===== src/hw/rtl/aocc_pkg.sv =====
`timescale 1ns / 1ps
// ----------------------------------------------------------------------------
// aocc_pkg
// Shared widths, codes and helpers for the accelerometer offset
// calibrate/correct core.
// ----------------------------------------------------------------------------
package aocc_pkg;

    // field widths
    localparam int BYTE_W    = 8;
    localparam int SAMPLE_W  = 12;
    localparam int SUM_W     = 17;
    localparam int BIAS_W    = 13;
    localparam int ZOUT_W    = 14;
    localparam int CNT_W     = 5;
    localparam int ONE_G_W   = 11;

    // stream packing
    localparam int IN_DATA_W  = 6 * BYTE_W;
    localparam int IN_USER_W  = 1;
    localparam int OUT_DATA_W = 2 * BIAS_W + ZOUT_W;
    localparam int OUT_USER_W = 2;

    // defaults
    localparam int                 CAL_SAMPLES_DEFAULT = 20;
    localparam logic [ONE_G_W-1:0] ONE_G_RESET         = 11'd1024;

    // operation carried on the input tuser
    localparam logic OP_CALIBRATE = 1'b0;
    localparam logic OP_MEASURE   = 1'b1;

    // result kind carried on the output tuser
    typedef enum logic [OUT_USER_W-1:0] {
        KIND_CORRECTED = 2'd0,
        KIND_CAL_BUSY  = 2'd1,
        KIND_CAL_DONE  = 2'd2
    } kind_t;

    // one result item
    typedef struct packed {
        logic signed [ZOUT_W-1:0] z_value;
        logic signed [BIAS_W-1:0] y_value;
        logic signed [BIAS_W-1:0] x_value;
        kind_t                    result_kind;
    } result_t;

    // data register pair to signed 12-bit sample (word shifted right by 4)
    function automatic logic signed [SAMPLE_W-1:0] decode_axis(
        input logic [BYTE_W-1:0] lo,
        input logic [BYTE_W-1:0] hi
    );
        logic [2*BYTE_W-1:0] word;
        begin
            word = {hi, lo};
            return signed'(word[2*BYTE_W-1:2*BYTE_W-SAMPLE_W]);
        end
    endfunction

endpackage


===== src/hw/rtl/accel_offset_calibrate_correct_core.sv =====
`timescale 1ns / 1ps
// ----------------------------------------------------------------------------
// accel_offset_calibrate_correct_core
// Accelerometer zero-g offset calibration and sample correction.
// ----------------------------------------------------------------------------
// Usage:
//   s_* carries one reading per transfer: six axis register bytes in tdata,
//   the operation in tuser (calibrate or measure). m_* returns exactly one
//   result per reading: corrected sample, calibration busy, or new offsets.
//   cfg_* writes the counts-per-g value used to remove gravity from z; write
//   it only while no reading is in flight.
// Throughput:
//   an accepted reading's result is registered in the output register (or
//   the skid entry while the receiver stalls). One reading per cycle is
//   sustained while the receiver keeps up; sums, divide by the sample count
//   (reciprocal multiply) and offset subtract are all combinational.
// Stall:
//   results sit in an output register backed by one skid entry, so one more
//   reading is taken while the receiver stalls; s_tready drops once the skid
//   entry is full and rises as soon as the receiver takes a result.
// Reset:
//   sums, sample count and offsets clear to zero, counts-per-g goes to 1024,
//   both output entries are emptied.
// ----------------------------------------------------------------------------
module accel_offset_calibrate_correct_core #(
    parameter int CAL_SAMPLES = aocc_pkg::CAL_SAMPLES_DEFAULT
) (
    input  logic                            clk,
    input  logic                            rst_n,
    // config write: one_g_counts
    input  logic                            cfg_valid,
    output logic                            cfg_ready,
    input  logic [aocc_pkg::ONE_G_W-1:0]    cfg_data,
    // input readings
    input  logic                            s_tvalid,
    output logic                            s_tready,
    // x_low_byte, x_high_byte, y_low_byte, y_high_byte, z_low_byte, z_high_byte
    input  logic [aocc_pkg::IN_DATA_W-1:0]  s_tdata,
    // operation
    input  logic [aocc_pkg::IN_USER_W-1:0]  s_tuser,
    // results
    output logic                            m_tvalid,
    input  logic                            m_tready,
    // x_value, y_value, z_value
    output logic [aocc_pkg::OUT_DATA_W-1:0] m_tdata,
    // result_kind
    output logic [aocc_pkg::OUT_USER_W-1:0] m_tuser
);

    localparam int SAMPLE_W = aocc_pkg::SAMPLE_W;
    localparam int SUM_W    = aocc_pkg::SUM_W;
    localparam int BIAS_W   = aocc_pkg::BIAS_W;
    localparam int ZOUT_W   = aocc_pkg::ZOUT_W;
    localparam int CNT_W    = aocc_pkg::CNT_W;
    localparam int BYTE_W   = aocc_pkg::BYTE_W;

    // reciprocal for exact floor(mag / CAL_SAMPLES) over SUM_W-bit magnitudes
    localparam int              DIV_SHIFT = SUM_W + $clog2(CAL_SAMPLES);
    localparam int              MULT_W    = SUM_W + 1;
    localparam int              PROD_W    = SUM_W + MULT_W;
    localparam longint unsigned DIV_MULT_FULL =
        ((64'd1 << DIV_SHIFT) + CAL_SAMPLES - 1) / CAL_SAMPLES;
    localparam logic [MULT_W-1:0] DIV_MULT = MULT_W'(DIV_MULT_FULL);
    localparam logic [CNT_W-1:0]  CAL_LAST = CNT_W'(CAL_SAMPLES);

    // signed sum divided by CAL_SAMPLES, truncated toward zero
    function automatic logic signed [BIAS_W-1:0] average(
        input logic signed [SUM_W-1:0] sum
    );
        logic [SUM_W-1:0]  mag;
        logic [PROD_W-1:0] prod;
        logic [PROD_W-1:0] quo;
        logic [BIAS_W-1:0] q;
        begin
            mag  = sum[SUM_W-1] ? SUM_W'(-sum) : SUM_W'(sum);
            prod = PROD_W'(mag) * PROD_W'(DIV_MULT);
            quo  = prod >> DIV_SHIFT;
            q    = quo[BIAS_W-1:0];
            return sum[SUM_W-1] ? signed'(-q) : signed'(q);
        end
    endfunction

    // state
    logic [aocc_pkg::ONE_G_W-1:0] one_g_reg;
    logic signed [SUM_W-1:0]      sum_x_reg, sum_y_reg, sum_z_reg;
    logic signed [SUM_W-1:0]      sum_x_next, sum_y_next, sum_z_next;
    logic [CNT_W-1:0]             count_reg, count_next;
    logic signed [BIAS_W-1:0]     bias_x_reg, bias_y_reg, bias_z_reg;
    logic signed [BIAS_W-1:0]     bias_x_next, bias_y_next, bias_z_next;

    // output register and skid entry
    aocc_pkg::result_t out_reg, skid_reg, result;
    logic              out_valid_reg, skid_valid_reg;

    logic                      accept;
    logic                      out_take;
    logic                      is_measure;
    logic                      cal_done;
    logic signed [SAMPLE_W-1:0] sx, sy, sz;
    logic signed [BIAS_W-1:0]  avg_x, avg_y, avg_z;
    logic signed [BIAS_W-1:0]  g_ext;

    // config write is always taken
    assign cfg_ready = 1'b1;

    always_ff @(posedge clk or negedge rst_n)
    begin
        if (!rst_n)
        begin
            one_g_reg <= aocc_pkg::ONE_G_RESET;
        end
        else if (cfg_valid)
        begin
            one_g_reg <= cfg_data;
        end
    end

    // handshake
    assign s_tready = !skid_valid_reg;
    assign accept   = s_tvalid && s_tready;
    assign out_take = !out_valid_reg || m_tready;

    // decode the reading
    assign sx = aocc_pkg::decode_axis(s_tdata[0*BYTE_W +: BYTE_W], s_tdata[1*BYTE_W +: BYTE_W]);
    assign sy = aocc_pkg::decode_axis(s_tdata[2*BYTE_W +: BYTE_W], s_tdata[3*BYTE_W +: BYTE_W]);
    assign sz = aocc_pkg::decode_axis(s_tdata[4*BYTE_W +: BYTE_W], s_tdata[5*BYTE_W +: BYTE_W]);
    assign is_measure = (s_tuser[0] == aocc_pkg::OP_MEASURE);

    // accumulate and check for the end of a calibration run
    assign sum_x_next = sum_x_reg + SUM_W'(sx);
    assign sum_y_next = sum_y_reg + SUM_W'(sy);
    assign sum_z_next = sum_z_reg + SUM_W'(sz);
    assign count_next = count_reg + CNT_W'(1);
    assign cal_done   = (count_next >= CAL_LAST);

    // new offsets, gravity removed from z
    assign avg_x = average(sum_x_next);
    assign avg_y = average(sum_y_next);
    assign avg_z = average(sum_z_next);
    assign g_ext = signed'(BIAS_W'(one_g_reg));

    assign bias_x_next = avg_x;
    assign bias_y_next = avg_y;
    assign bias_z_next = (sum_z_next > 0) ? (avg_z - g_ext) : (avg_z + g_ext);

    // result of the current reading
    always_comb
    begin
        result = '0;
        if (is_measure)
        begin
            result.result_kind = aocc_pkg::KIND_CORRECTED;
            result.x_value     = BIAS_W'(sx) - bias_x_reg;
            result.y_value     = BIAS_W'(sy) - bias_y_reg;
            result.z_value     = ZOUT_W'(sz) - ZOUT_W'(bias_z_reg);
        end
        else if (cal_done)
        begin
            result.result_kind = aocc_pkg::KIND_CAL_DONE;
            result.x_value     = bias_x_next;
            result.y_value     = bias_y_next;
            result.z_value     = ZOUT_W'(bias_z_next);
        end
        else
        begin
            result.result_kind = aocc_pkg::KIND_CAL_BUSY;
        end
    end

    // calibration state update on each calibrate transfer
    always_ff @(posedge clk or negedge rst_n)
    begin
        if (!rst_n)
        begin
            sum_x_reg  <= '0;
            sum_y_reg  <= '0;
            sum_z_reg  <= '0;
            count_reg  <= '0;
            bias_x_reg <= '0;
            bias_y_reg <= '0;
            bias_z_reg <= '0;
        end
        else if (accept && !is_measure)
        begin
            if (cal_done)
            begin
                sum_x_reg  <= '0;
                sum_y_reg  <= '0;
                sum_z_reg  <= '0;
                count_reg  <= '0;
                bias_x_reg <= bias_x_next;
                bias_y_reg <= bias_y_next;
                bias_z_reg <= bias_z_next;
            end
            else
            begin
                sum_x_reg <= sum_x_next;
                sum_y_reg <= sum_y_next;
                sum_z_reg <= sum_z_next;
                count_reg <= count_next;
            end
        end
    end

    // output register and skid valid flags
    always_ff @(posedge clk or negedge rst_n)
    begin
        if (!rst_n)
        begin
            out_valid_reg  <= 1'b0;
            skid_valid_reg <= 1'b0;
        end
        else if (out_take)
        begin
            out_valid_reg  <= skid_valid_reg || accept;
            skid_valid_reg <= 1'b0;
        end
        else if (accept)
        begin
            skid_valid_reg <= 1'b1;
        end
    end

    // output and skid payload
    always_ff @(posedge clk)
    begin
        if (out_take)
        begin
            out_reg <= skid_valid_reg ? skid_reg : result;
        end
        else if (accept)
        begin
            skid_reg <= result;
        end
    end

    assign m_tvalid = out_valid_reg;
    assign m_tuser  = out_reg.result_kind;
    assign m_tdata  = {out_reg.z_value, out_reg.y_value, out_reg.x_value};

endmodule


===== config.mk =====
export PLATFORM = sky130hd
export DESIGN_NAME = accel_offset_calibrate_correct_core
export DESIGN_NICKNAME = d
export VERILOG_FILES = /design/src/hw/rtl/aocc_pkg.sv /design/src/hw/rtl/accel_offset_calibrate_correct_core.sv
export SDC_FILE = /design/constraint.sdc
export NUM_CORES = 1
export LEC_CHECK = 0
export BUFFER_PORTS_ARGS = -buffer_cell sky130_fd_sc_hd__buf_2
export CORE_MARGIN = 5
export CORE_UTILIZATION = 50
export CTS_CLUSTER_DIAMETER = 30
export DETAILED_ROUTE_END_ITERATION = 6
export GPL_ROUTABILITY_DRIVEN = 1
export PLACE_DENSITY = 0.73
export SYNTH_ARGS = -nofsm -noshare
export SYNTH_HDL_FRONTEND = slang
export SYNTH_SLANG_ARGS = --single-unit
export TNS_END_PERCENT = 1

===== constraint.sdc =====
create_clock -name clk -period 14 [get_ports clk]
set_clock_uncertainty 0.15 [all_clocks]
set_input_delay 1.4 -clock clk [delete_from_list [all_inputs] [get_ports clk]]
set_output_delay 1.4 -clock clk [all_outputs]
set_load 0.02 [all_outputs]

**Yosys cells after proc, flatten, opt, wreduce, memory -nomap -nowiden**

Cells that the tools add are included.

- Register bits after elaboration: 192
- Bits in latches: 0
- Bits in writable memories: 0
- ROM bits: 0
- Output and inout port bits: 45
- Word-level logic and storage cells: 66
- Memories: 0

- Add/subtract/negate cells: 15
- Multipliers: 3
- Div/mod/pow operators: 0
- $lt $le $gt $ge: 2
- Equality and inequality tests: 0
- Shift operators: 0
- Multiplexer cells: 17
- Bitwise gates (word level): 1
- Reductions and logical operators: 10

Operators by type and width:

| operator | number |
|---|---|
| $mux W17 | 6 |
| $mul A17 B16 Y33 const B | 3 |
| $mux W42 | 2 |
| $mux W13 | 4 |
| $add A17 B12 Y17 | 3 |
| $neg A17 Y17 | 3 |
| $mux W40 | 1 |
| $neg A13 Y13 | 3 |
| $sub A12 B13 Y13 | 2 |
| $gt A17 B1 Y1 const B | 1 |
| $sub A12 B13 Y14 | 1 |
| $add A13 B12 Y13 | 1 |
| $sub A13 B12 Y13 | 1 |
| $add A5 B1 Y5 const B | 1 |
| $ge A5 B5 Y1 const B | 1 |
| $mux W5 | 1 |
| $reduce_and A2 Y1 | 2 |
| $logic_not A1 Y1 | 3 |
| $logic_and A1 B1 Y1 | 2 |
| $logic_or A1 B1 Y1 | 2 |
| $mux W1 | 2 |
| $mux W2 | 1 |
| $reduce_bool A2 Y1 | 1 |
| $not A1 Y1 | 1 |

**Longest topological paths before layout**

Gate-level depths: netlist of the first run.

- Word-level depth: 11
- Depth in mapped cells: 49
- Depth with buffers taken out: 49

**Least setup slack after synthesis of the first run**

OpenSTA, ideal clock, no wires.

- Kind: input-to-reg
- From: input port s_tdata[36] (netlist bit)
- To: register out_reg (netlist bit m_tdata[38]), data pin
- Setup time: 0.284 ns
- Arrival time: 11.673 ns
- Data required time: 13.566 ns
- Slack: 1.892 ns
- Cell stages on the path: 44
- Cell sequence: ha_1 -> inv_1 -> fa_1 -> nor2b_1 -> o31a_1 -> o21ai_1 -> a211oi_2 -> nand4_1 -> a211o_1 -> nor4_1 -> nor2_1 -> xnor2_1 -> ha_1 -> ha_1 -> inv_1 -> fa_1 -> inv_1 -> fa_1 -> [8 not listed] -> o221ai_1 -> or2_1 -> o311a_1 -> or3_1 -> xnor2_1 -> ha_1 -> nor2b_1 -> o21ai_0 -> a21boi_0 -> o211ai_1 -> a21oi_1 -> a2111oi_0 -> a21oi_1 -> xnor2_1 -> xnor3_1 -> and2_1 -> mux2i_1 -> a31oi_1

- Cells in the longest elaborated chain, start to end: 11
- Elaborated cells on any way between the ends: 14
- Those cells by class: add/sub: 6; mul: 1; order compare: 1; mux: 6

RTL lines:

| element | RTL line | RTL |
|---|---|---|
| from (decl) | accel_offset_calibrate_correct_core.sv:38 | `input logic [aocc_pkg::IN_DATA_W-1:0] s_tdata,` |
| $add A17 B12 Y17 | accel_offset_calibrate_correct_core.sv:132 | `assign sum_z_next = sum_z_reg + SUM_W'(sz);` |
| $neg A17 Y17 | accel_offset_calibrate_correct_core.sv:75 | `mag = sum[SUM_W-1] ? SUM_W'(-sum) : SUM_W'(sum);` |
| $mux W17 | accel_offset_calibrate_correct_core.sv:75 |  |
| $mul A17 B16 Y33 | accel_offset_calibrate_correct_core.sv:76 | `prod = PROD_W'(mag) * PROD_W'(DIV_MULT);` |
| $neg A13 Y13 | accel_offset_calibrate_correct_core.sv:79 | `return sum[SUM_W-1] ? signed'(-q) : signed'(q);` |
| $mux W13 | accel_offset_calibrate_correct_core.sv:79 |  |
| $add A13 B12 Y13 / $sub A13 B12 Y13 (equally long branches) | accel_offset_calibrate_correct_core.sv:144 | `assign bias_z_next = (sum_z_next > 0) ? (avg_z - g_ext) : (avg_z + g_ext);` |
| $mux W13 | accel_offset_calibrate_correct_core.sv:144 |  |
| $mux W40 | accel_offset_calibrate_correct_core.sv:157 | `else if (cal_done)` |
| $mux W42 (*) | accel_offset_calibrate_correct_core.sv:150 | `if (is_measure)` |
| $mux W42 (*) | accel_offset_calibrate_correct_core.sv:229 | `out_reg <= skid_valid_reg ? skid_reg : result;` |
| to (signal assigned) | accel_offset_calibrate_correct_core.sv:229 |  |
| to (decl) | accel_offset_calibrate_correct_core.sv:92 | `aocc_pkg::result_t out_reg, skid_reg, result;` |

Every way passes the cells marked *; elsewhere a longest branch is shown, timed or not.
A chain may end at the register's enable or synchronous reset.

**Worst setup path in the final report of the first run**

- From: input port s_tdata[36] (netlist bit)
- To: register out_reg (netlist bit m_tdata[39]), data pin

The elaborated chain is that of the path after synthesis.

==> results of run 1 <==
## final timing paths
path                       cells after the start  slack, ns                       from                         to
min reg2reg                                    2       0.33  bias_x_reg[2]$_DFFE_PN0P_  bias_x_reg[2]$_DFFE_PN0P_
min in group asynchronous                      1       0.79                      rst_n  bias_x_reg[6]$_DFFE_PN0P_
max reg2reg                                   44       1.46   sum_z_reg[0]$_DFFE_PN0P_      m_tdata[39]$_DFFE_PN_
min                                            2       0.33  bias_x_reg[2]$_DFFE_PN0P_  bias_x_reg[2]$_DFFE_PN0P_
max                                           45       0.80                s_tdata[36]      m_tdata[39]$_DFFE_PN_
max in group asynchronous                      2      11.56                      rst_n   one_g_reg[8]$_DFFE_PN0P_
## stage by stage
stage               setup WS, ns  hold WS, ns  instance area, um2  instances
floorplan                   1.89        0.300               30000       3252
global placement           0.625        0.312               31500       4081
detailed placement         0.514        0.320               31500       4081
CTS                        0.946        0.337               32100       4113
global route              0.0443        0.356               32100       4113
finish                     0.797        0.329               32100       4114
## cell type report
cell class,instances,area share
Multi-Input combinational cell,2431,0.701
Clock buffer,18,0.0134
Inverter,562,0.0658
Sequential cell,192,0.163
Timing Repair Buffer,123,0.0214
Clock inverter,14,0.00519
Tap cell,773,0.0302
Antenna cell,1,0.0000780
## Yosys cell counts (all sizes together), types with 12 or more instances
library cell,count,area share
a21oi,147,0.025
and2,23,0.0048
dfrtp,107,0.089
o211ai,31,0.0087
nor2b,21,0.0044
fa,259,0.17
o22ai,17,0.0035
a22o,35,0.010
nor2,139,0.018
xnor2,153,0.045
nand3,49,0.0082
o21ai,161,0.027
or3,34,0.0072
edfxtp,84,0.084
ha,509,0.21
or2,12,0.0025
and3,20,0.0043
a21boi,17,0.0042
xor2,82,0.024
o21bai,22,0.0056
nor3,49,0.0082
nand2,206,0.026
nand2b,14,0.0029
o31ai,28,0.0072
a211oi,16,0.0043
inv,560,0.070
a21o,86,0.021
nor4,15,0.0037
nand4,26,0.0054
a31oi,28,0.0065
o21a,17,0.0042
mux2,48,0.018
clkbuf,62,0.0077
## worst min-delay path, cell delays in order (launching register included)
cell	delay [ns]
dfrtp_1	0.34
nand2_1	0.04
o21ai_0	0.06
## cells by family after synthesis
kind of cell,share of synthesized area
other,0.000125
adders and majority gates,0.385
buffers and inverters,0.0788
xor gates and xnor gates,0.0695
AOI/OAI and AO/OA,0.164
muxes,0.0207
and+or+nand+nor,0.108
DFF,0.174
## per-layer routing
metal	up-vias	global-route usage	part of all wire
met5	-	0	0.00099
met4	12	0.0722	0.031
li1	11434	-	-
met2	620	0.394	0.46
met3	144	0.0366	0.058
met1	11474	0.336	0.45
==> results.toml, run 1 <==
[synth]
avgSynthCellArea_um2 = 9.24
ys_types = 104
synth_edf_count = 84
synthFlopType = "dfrtp_1"
synthesis.area_mm2 = 0.0300
async_flop_share = 0.563
seq_area_frac_synth = 0.174
yosysWarnings = 0
synthCells = 3252
postSynthRegisterBits = 192
synth_nets = 4085

[finish]
n_fill_cell = 5353
multiInputGateArea_mm2 = 0.0225
mostFrequentLayoutCells = "559 x inv_1, 509 x ha_1, 259 x fa_1"
drive_above_1_share = 0.0787
fin_util = 0.541
area_delta_synth_final_pct = 6.73
largest_reg_flops = 42
final-seq-area_mm2 = 0.00523
final_nets = 4160
final_common_cell = "inv_1"

[critical_path]
critPathBufInv = 7
cp_slowest_stage_delay_ns = 0.63
path_class = "in2reg"
crit_path_end_kind = "register"
path_common_cell = "inv_1"
crit_family = "compound AO/OA/AOI/OAI gates"
path_max_fanout = 5
crit_required_ns = 14.05
start_kind = "input pin"
arrival_ns = 13.25
cp_slowest_cell = "a2111oi_0"

[cts]
cts_tree = "done"
clk_latency_ns = 0.48
cts-root-buf = "clkbuf_16"
cts_setup_buffers = 0
ctsHtreeMaxLevel = 4
clkTransAtPathRegs_ns = 0.07
cts_buffers = 17
clk_path_buf_depth = 2
clock-sinks = 192
cts_resized = 0
postCtsHoldBufs = 0

[floorplanning]
row_count = 89
core_mm2 = 0.0592
io_pins = 110
die_x_um = 255
floorplan.initialDensity = 0.507
die_h_um = 255
die_area_mm2 = 0.0651

[sta]
rsz0062_at_grt = "no"
worst_slew_pin_slew_ns = 1.19
slew-limit-headroom = 0.202
slew_viol_final = 0
fin_setup_tns_ns = 0
final.period_utilization = 0.943
fin_crit_ns = 13.20
finalHoldViolCount = 0
fmax_mhz = 75.7
setup_viol = 0

[drt]
avgRoutedWirePerCell_um = 18.9
ant_nets = 0
wirelength_um = 77900
vias_per_cell = 5.76
drc = 0
dr.pass1.iters = 6
drt-initial-drc-count = 1418
via_count = 23684

[min_path]
hp-class = "reg2reg"

[grt]
grt_pass1_vias = 23593
grt_usage = 0.242
grt_pass1_wl_um = 126000
overflow = 0
antenna_found_initial = 7
grt_max_degree = 67

[job]
drv_cap = 0

[place]
place_congestion = 0.987
hpwl_um = 65200
io_buffer_count = 96

[run_status]
status = "completed"
Power of run 1 is left out: the tool's default activity adds up to more than one toggle a clock period on the data nets, which glitch-free logic cannot reach.
==> run 2, diff against run 1 <==
- PLACE_DENSITY: 0.73 -> 0.77
- SETUP_SLACK_MARGIN: not set -> 0.15
==> results.toml, run 2 (synthesis results as in run 1) <==
[run_status]
status = "completed"

[critical_path]
cp_slowest_stage_delay_ns = 0.53
crit_family = "compound AO/OA/AOI/OAI gates"
path_class = "in2reg"
crit_required_ns = 14.01
path_common_cell = "inv_1"
arrival_ns = 13.00
crit_path_end_kind = "register"
path_max_fanout = 5
start_kind = "input pin"
critPathBufInv = 7
cp_slowest_cell = "fa_1"

[drt]
via_count = 23909
vias_per_cell = 5.81
dr.pass1.iters = 7
route.met2.wl_um = 36200
ant_nets = 0
wl_met3_um = 5000
avgRoutedWirePerCell_um = 19.1
wl_met1_um = 34600
wirelength_um = 78600
drt-initial-drc-count = 1674
highest_layer = "met5"
drc = 0

[sta]
setup_viol = 0
fin_setup_tns_ns = 0
worst_slew_pin_slew_ns = 1.17
final.period_utilization = 0.928
fmax_mhz = 77.0
rsz0062_at_grt = "no"
slew-limit-headroom = 0.217
fin_crit_ns = 12.99
slew_viol_final = 0
finalHoldViolCount = 0

[finish]
final-seq-area_mm2 = 0.00523
final_common_cell = "inv_1"
area_delta_synth_final_pct = 6.78
mostFrequentLayoutCells = "559 x inv_1, 509 x ha_1, 259 x fa_1"
final_nets = 4161
n_fill_cell = 5284
drive_above_1_share = 0.0796
largest_reg_flops = 42
multiInputGateArea_mm2 = 0.0225

[floorplanning]
io_pins = 110
core_mm2 = 0.0592
floorplan.initialDensity = 0.507
die_h_um = 255
die_x_um = 255
row_count = 89
die_area_mm2 = 0.0651

[cts]
cts_setup_buffers = 0
clock-sinks = 192
postCtsHoldBufs = 0
cts-root-buf = "clkbuf_16"
cts_buffers = 17
ctsHtreeMaxLevel = 4
clk_latency_ns = 0.47
clk_path_buf_depth = 2
cts_tree = "done"
clkTransAtPathRegs_ns = 0.07

[job]
drv_cap = 0

[place]
io_buffer_count = 96
hpwl_um = 65100
place_congestion = 1.01

[grt]
grt_pass1_vias = 23893
antenna_found_initial = 6
grt_max_degree = 72
overflow = 0
grt_pass1_wl_um = 126000
grt_usage = 0.241

[min_path]
hp-class = "reg2reg"
-- run 2: worst paths after layout --
| kind | from | to | slack, ns | cells past startpoint |
|---|---|---|---|---|
| min reg2reg | bias_z_reg[4]$_DFFE_PN0P_ | bias_z_reg[4]$_DFFE_PN0P_ | 0.33 | 2 |
| min in group asynchronous | rst_n | sum_x_reg[4]$_DFFE_PN0P_ | 0.78 | 1 |
| min | bias_z_reg[4]$_DFFE_PN0P_ | bias_z_reg[4]$_DFFE_PN0P_ | 0.33 | 2 |
| max in group asynchronous | rst_n | sum_y_reg[15]$_DFFE_PN0P_ | 11.51 | 2 |
| max reg2reg | sum_z_reg[0]$_DFFE_PN0P_ | m_tdata[38]$_DFFE_PN_ | 1.69 | 44 |
| max | s_tdata[36] | m_tdata[38]$_DFFE_PN_ | 1.01 | 45 |
-- run 2: stage by stage --
stage	setup WS [ns]	hold slack, ns	area [um2]	util	std cells
4_1_cts	0.836	0.336	32100	0.541	4114
6_report	1.01	0.334	32100	0.541	4118
3_3_place_gp	0.577	0.312	31500	0.531	4082
3_5_place_dp	0.406	0.320	31500	0.531	4082
5_1_grt	0.210	0.353	32100	0.541	4114
2_1_floorplan	1.89	0.300	30000	-	3252
-- run 2: metal layers --
| metal | GRT usage | vias to the layer above |
|---|---|---|
| li1 | - | 11455 |
| met1 | 0.331 | 11588 |
| met2 | 0.392 | 714 |
| met3 | 0.0368 | 148 |
| met4 | 0.0823 | 4 |
| met5 | 0 | - |
-- run 2: what timing repair did --
| action | 4_1_cts | 5_1_grt |
|---|---|---|
| endpoints found under the hold margin | 0 | 0 |
| setup endpoints to repair | 0 | 4 |
| gates resized for setup | 0 | 2 |
-- run 2: worst reg2reg max path, delay by kind of cell, from the launching register on --
family                   cells  cell delay [ns]
adder cells (fa/ha/maj)     10             3.86
XOR/XNOR                     4             1.09
buffers and inverters        6             0.48
flip-flops                   1             0.36
multiplexers                 1             0.31
AND/OR/NAND/NOR              6             1.45
AO/OA/AOI/OAI               17             4.36
-- run 2: final cells by class --
type,instances,area share
Tap cell,773,0.0302
Clock buffer,17,0.0133
Antenna cell,4,0.000312
Sequential cell,192,0.163
Multi-Input combinational cell,2431,0.701
Timing Repair Buffer,124,0.0216
Inverter,562,0.0658
Clock inverter,15,0.00507
Power of run 2 is left out for the same reason.
